===== config.mk =====
export PLATFORM = sky130hd
export DESIGN_NAME = ashit_cordic
export DESIGN_NICKNAME = d
export VERILOG_FILES = /design/src/rtl/ashit_pkg.sv /design/src/rtl/ashit_cordic.sv
export SDC_FILE = /design/constraint.sdc
export NUM_CORES = 2
export LEC_CHECK = 0
export BUFFER_PORTS_ARGS = -buffer_cell sky130_fd_sc_hd__buf_2
export CORE_ASPECT_RATIO = 0.8
export CORE_MARGIN = 2
export CORE_UTILIZATION = 54
export DETAILED_ROUTE_END_ITERATION = 10
export PLACE_DENSITY = 0.7
export SLEW_MARGIN = 30
export SYNTH_ARGS = -nofsm -noshare
export SYNTH_HDL_FRONTEND = slang
export SYNTH_SLANG_ARGS = --single-unit

===== constraint.sdc =====
create_clock -name clk -period 12.7 [get_ports clk]
set_clock_uncertainty 0.1 [all_clocks]
set_input_delay 1.27 -clock clk [delete_from_list [all_inputs] [get_ports clk]]
set_output_delay 1.27 -clock clk [all_outputs]
set_load 0.05 [all_outputs]

===== src/rtl/ashit_pkg.sv =====
`timescale 1ns / 1ps
// Shared constants, types and the arctangent table of the annular sector hit test.
package ashit_pkg;

  localparam int ANGLE_BITS   = 16;
  localparam int CORDIC_STEPS = 16;
  localparam int COORD_BITS   = 16;

  localparam int CENTER_BITS   = COORD_BITS + 4;
  localparam int RADIUS_BITS   = COORD_BITS + 3;
  localparam int ANG_REG_BITS  = 16;
  localparam int DIFF_BITS     = CENTER_BITS + 1;
  localparam int SQ_BITS       = 2 * DIFF_BITS - 1;
  localparam int SUM_BITS      = SQ_BITS + 1;
  localparam int RSQ_BITS      = 2 * RADIUS_BITS;
  localparam int CW            = DIFF_BITS + 3;
  localparam int ZW            = 32;
  localparam int TABLE_LEN     = 24;
  localparam int CFG_DATA_BITS = (CENTER_BITS > ANG_REG_BITS) ? CENTER_BITS : ANG_REG_BITS;
  localparam int CFG_IDX_BITS  = 3;

  localparam logic [ZW-1:0] HALF_TURN   = {1'b1, {(ZW - 1){1'b0}}};
  localparam logic [ZW-1:0] ROUND_ADD   = ZW'(64'd1 << (ZW - 1 - ANGLE_BITS));
  localparam logic [ZW-1:0] ANGLE_MASK  = ZW'((64'd1 << ANGLE_BITS) - 64'd1);

  localparam logic [CFG_IDX_BITS-1:0] REG_CENTER_X     = 3'd0;
  localparam logic [CFG_IDX_BITS-1:0] REG_CENTER_Y     = 3'd1;
  localparam logic [CFG_IDX_BITS-1:0] REG_START_ANGLE  = 3'd2;
  localparam logic [CFG_IDX_BITS-1:0] REG_END_ANGLE    = 3'd3;
  localparam logic [CFG_IDX_BITS-1:0] REG_INNER_RADIUS = 3'd4;
  localparam logic [CFG_IDX_BITS-1:0] REG_OUTER_RADIUS = 3'd5;

  localparam logic [ZW-1:0] ATAN_TABLE [TABLE_LEN] = '{
    32'd536870912, 32'd316933406, 32'd167458907, 32'd85004756,
    32'd42667331,  32'd21354465,  32'd10679838,  32'd5340245,
    32'd2670163,   32'd1335087,   32'd667544,    32'd333772,
    32'd166886,    32'd83443,     32'd41722,     32'd20861,
    32'd10430,     32'd5215,      32'd2608,      32'd1304,
    32'd652,       32'd326,       32'd163,       32'd81
  };

  typedef struct packed {
    logic valid;
    logic zero;
    logic ring;
  } ashit_tag_t;

endpackage


===== src/rtl/ashit_cordic.sv =====
`timescale 1ns / 1ps
// Pipelined CORDIC vectoring unit, one rotation step per register stage.
module ashit_cordic (
  input  logic                                 clk,
  input  logic                                 rst_n,
  input  logic                                 en,
  input  ashit_pkg::ashit_tag_t                in_tag,
  input  logic signed [ashit_pkg::CW-1:0]      in_x,
  input  logic signed [ashit_pkg::CW-1:0]      in_y,
  input  logic        [ashit_pkg::ZW-1:0]      in_z,
  output ashit_pkg::ashit_tag_t                out_tag,
  output logic        [ashit_pkg::ZW-1:0]      out_z
);

  ashit_pkg::ashit_tag_t           tag_r [ashit_pkg::CORDIC_STEPS];
  logic        [ashit_pkg::ZW-1:0] z_r   [ashit_pkg::CORDIC_STEPS];
  logic signed [ashit_pkg::CW-1:0] x_r   [ashit_pkg::CORDIC_STEPS-1];
  logic signed [ashit_pkg::CW-1:0] y_r   [ashit_pkg::CORDIC_STEPS-1];

  for (genvar k = 0; k < ashit_pkg::CORDIC_STEPS; k++) begin : g_step
    ashit_pkg::ashit_tag_t           ct;
    logic signed [ashit_pkg::CW-1:0] cx;
    logic signed [ashit_pkg::CW-1:0] cy;
    logic        [ashit_pkg::ZW-1:0] cz;
    logic signed [ashit_pkg::CW-1:0] xs;
    logic signed [ashit_pkg::CW-1:0] ys;
    logic                            up;

    if (k == 0) begin : g_first
      assign ct = in_tag;
      assign cx = in_x;
      assign cy = in_y;
      assign cz = in_z;
    end else begin : g_next
      assign ct = tag_r[k-1];
      assign cx = x_r[k-1];
      assign cy = y_r[k-1];
      assign cz = z_r[k-1];
    end

    assign xs = cx >>> k;
    assign ys = cy >>> k;
    assign up = !cy[ashit_pkg::CW-1] && (cy != '0);

    always_ff @(posedge clk) begin
      if (!rst_n) begin
        tag_r[k] <= '0;
      end else if (en) begin
        tag_r[k] <= ct;
      end
    end

    always_ff @(posedge clk) begin
      if (en) begin
        z_r[k] <= up ? cz + ashit_pkg::ATAN_TABLE[k] : cz - ashit_pkg::ATAN_TABLE[k];
      end
    end

    if (k < ashit_pkg::CORDIC_STEPS - 1) begin : g_xy
      always_ff @(posedge clk) begin
        if (en) begin
          x_r[k] <= up ? cx + ys : cx - ys;
          y_r[k] <= up ? cy - xs : cy + xs;
        end
      end
    end
  end

  assign out_tag = tag_r[ashit_pkg::CORDIC_STEPS-1];
  assign out_z   = z_r[ashit_pkg::CORDIC_STEPS-1];

endmodule


==> flow_metrics.py <==
metrics = {
    "timing": {
        "rsz0062_at_grt": "false",
        "drv_slew": 0,
        "finalHoldViolCount": 0,
        "post-route-min-period_ns": 6.93,
        "min_period_over_period_pct": 54.6,
        "tightestPinTransition_ns": 1.03,
        "setup_tns_ns": 0,
        "slew_headroom_pct": 30.7,
        "fmax_mhz": 144,
        "setup_viol": 0,
    },
    "status": {
        "outcome": "finished clean",
    },
    "synthesis": {
        "dominantRegCellSynth": "edfxtp_1",
        "seq_area_frac_synth_pct": 37.4,
        "syn_area_mm2": 0.0997,
        "yosysUniqueCellTypes": 87,
        "ys_ff_latch": 1241,
        "ys_warn_count": 0,
        "synthCells": 10100,
        "synth-edff-count": 1241,
        "syn_area_per_cell_um2": 9.83,
        "async_reset_ff_share_pct": 0,
    },
    "clock_tree": {
        "cts_made_buffers": 137,
        "clock-root-buffer": "clkbuf_16",
        "insertion_delay_ns": 0.80,
        "cts_sinks": 1241,
        "cts-resized-gates": 0,
        "path_clk_slew_ns": 0.06,
        "ctsHoldBuffers": 0,
        "postCtsSetupBuffers": 0,
        "clk_path_buf_depth": 3,
        "cts_tree": "done",
        "h-tree-depth": 4,
    },
    "die": {
        "io_pins": 121,
        "core_mm2": 0.184,
        "chipWidth_um": 484,
        "start_util_pct": 54.2,
        "dieArea_mm2": 0.188,
        "num_rows": 141,
        "die_h_um": 388,
    },
    "detailed_routing": {
        "drt_wl_total_um": 245000,
        "dr.pass1.iters": 6,
        "vias": 78200,
        "remaining_drc_errors": 0,
        "final_antenna_net_count": 0,
        "vias_per_cell": 6.08,
        "routedWlPerCell_um": 19.0,
        "drtIter0Drc": 6519,
    },
    "worst_setup_path": {
        "r2r-start": "y_r[0][53]$_DFFE_PP_",
        "slowest_stage": "or4_1",
        "path_class": "reg -> reg",
        "regToRegEndpoint": "x_r[0][94]$_DFFE_PP_",
        "cp-end-kind": "flop",
        "critPathMaxStageDelay_ns": 0.51,
        "cp_top_family": "simple AND/OR/NAND/NOR gates",
        "critPathLaunchType": "flop",
        "worstPathArrival_ns": 7.36,
        "crit_required_ns": 13.14,
        "critPathBufInv": 3,
        "path_cells": "nor4_1 > inv_1 > nor3_1 > nor3b_1 > nand2_1 > or4_1 > nand3b_1 > nand2b_1 > buf_4 > inv_2 > nor2_1 > xor2_1 > ha_1 > a21o_1 > a21oi_1 > o21bai_1 > a31o_2 > a211oi_1 > a211oi_1 > o31ai_1 > nand2_1 > a221oi_1 > xnor2_1",
        "r2r_slack_ns": 5.77,
        "worstPathMaxFanout": 35,
        "reg2reg_depth": 23,
    },
    "global_routing": {
        "overflow": 0,
        "use_met1_pct": 35.1,
        "grt_pass1_vias": 74800,
        "met3_usage_pct": 3.42,
        "busiest_layer": "met2",
        "grt_first_pass_wirelength_um": 394000,
        "use_met2_pct": 42.2,
        "track_usage_pct": 25.4,
        "grt_max_degree": 180,
        "antenna_found_initial": 3,
    },
    "final_layout": {
        "fin_area_mm2": 0.108,
        "layout.nets": 11600,
        "drive_above_1_share_pct": 4.84,
        "layout-area-overhead-vs-synth_pct": 8.54,
    },
    "place": {
        "numPortBuffers": 120,
        "placed_area_mm2": 0.103,
        "dp_hpwl_um": 190000,
        "routabilityCongestion": 0.939,
    },
    "job": {
        "drv_cap": 0,
    },
    "hold_path": {
        "hold_depth": 0,
        "hp-start": "z_r[0][64]$_DFFE_PP_",
        "hold_path_end": "z_r[0][96]$_DFFE_PP_",
        "hold_path.class": "reg -> reg",
    },
}
per-stage QoR:
step                hold WS [ns]  setup WS (ns)  cells  utilization, %
floorplan                  0.300           6.85  10200               -
global placement           0.303           6.14  12600            56.1
detailed placement         0.305           5.96  12600            56.1
CTS                        0.295           5.89  12900            58.8
global route               0.313           5.20  12900            58.8
finish                     0.304           5.77  12900            58.8
cell usage after synthesis (130+ instances only):
cell         n  area share (%)
a21o_1     375             2.8
a21oi_1    992             5.0
and3_1     132            0.83
edfxtp_1  1241              37
ha_1      1156              15
inv_1      456             1.7
nand2_1    553             2.1
nand2b_1   154            0.97
nand3_1    195            0.98
nor2_1     746             2.8
nor2b_1    130            0.82
nor3_1     304             1.5
o21a_1     174             1.3
o21ai_0    497             2.5
o21bai_1   131            0.99
xnor2_1    971             8.5
xor2_1     400             3.5
registers in the layout (all words and copies together), names as in the netlist:
| signal | count |
|---|---|
| z_r | 512 |
| x_r | 321 |
| tag_r | 48 |
| y_r | 360 |
cell type report:
class	count	area [µm²]
inverters	468	1760
fillers	15500	75800
clock buffers	151	3480
diodes	2	5.00
flip-flops and latches	1241	37300
well taps	2431	3040
clock inverters	98	1320
repair buffers	161	1030
multi-input cells	8321	60300
placed cells by master (no fill, tap or decap), types with 28 or more instances in the layout:
cell type	netlist	layout
or2_2	43	43
a21o_1	375	375
o21bai_1	131	130
or4_1	34	34
o211ai_1	50	50
o21ai_0	497	497
a21oi_1	992	992
xor2_1	400	400
a311oi_1	31	31
and2_1	38	38
nand2b_1	154	153
nand4_1	77	77
a31o_2	43	43
a31oi_1	88	88
nand2_1	553	553
clkinv_1	4	28
buf_2	5	119
clkbuf_16	0	137
o41ai_1	53	53
nor2b_1	130	130
and3_1	132	132
a211oi_1	115	115
buf_4	0	32
a211o_1	40	40
edfxtp_1	1241	1241
or3_1	77	77
inv_1	456	454
a221oi_1	29	29
o21a_1	174	174
o31ai_1	109	109
nand3_1	195	195
nor4_1	89	87
nor3_1	304	302
xnor2_1	971	971
fa_1	45	45
nor2_1	746	744
ha_1	1156	1156
mux2i_1	55	55
conb_1	1	42
kinds of logic after synthesis:
logic type               count (synthesis)  share of synthesized area (%)
AO/OA/AOI/OAI                         2983                           19.1
AND/OR/NAND/NOR                       2662                           13.1
XOR/XNOR                              1371                           12.0
buffers and inverters                  617                           2.33
multiplexers                            62                          0.631
adder cells (fa/ha/maj)               1201                           15.4
other                                    1                        0.00376
flip-flops                            1241                           37.4
routing by layer:
metal | up-vias | wire length (µm)
met4 | 0 | 5090
met3 | 368 | 13800
met5 | - | 0
met1 | 37300 | 112000
met2 | 2164 | 114000
li1 | 38400 | -
worst max path at each step:
stage                               from                    end  slack (ns)  cells after the start
floorplan           y_r[0][36]$_DFFE_PP_   z_r[0][94]$_DFFE_PP_        6.85                     20
global placement    y_r[0][53]$_DFFE_PP_   x_r[0][94]$_DFFE_PP_        6.14                     23
detailed placement  y_r[0][53]$_DFFE_PP_   x_r[0][94]$_DFFE_PP_        5.96                     23
CTS                 y_r[1][84]$_DFFE_PP_  z_r[1][157]$_DFFE_PP_        5.89                     21
global route        y_r[0][53]$_DFFE_PP_   x_r[0][94]$_DFFE_PP_        5.20                     23
finish              y_r[0][53]$_DFFE_PP_   x_r[0][94]$_DFFE_PP_        5.77                     23
Power is left out: the tool's default activity adds up to more than one toggle a clock period on the data nets, which glitch-free logic cannot reach.
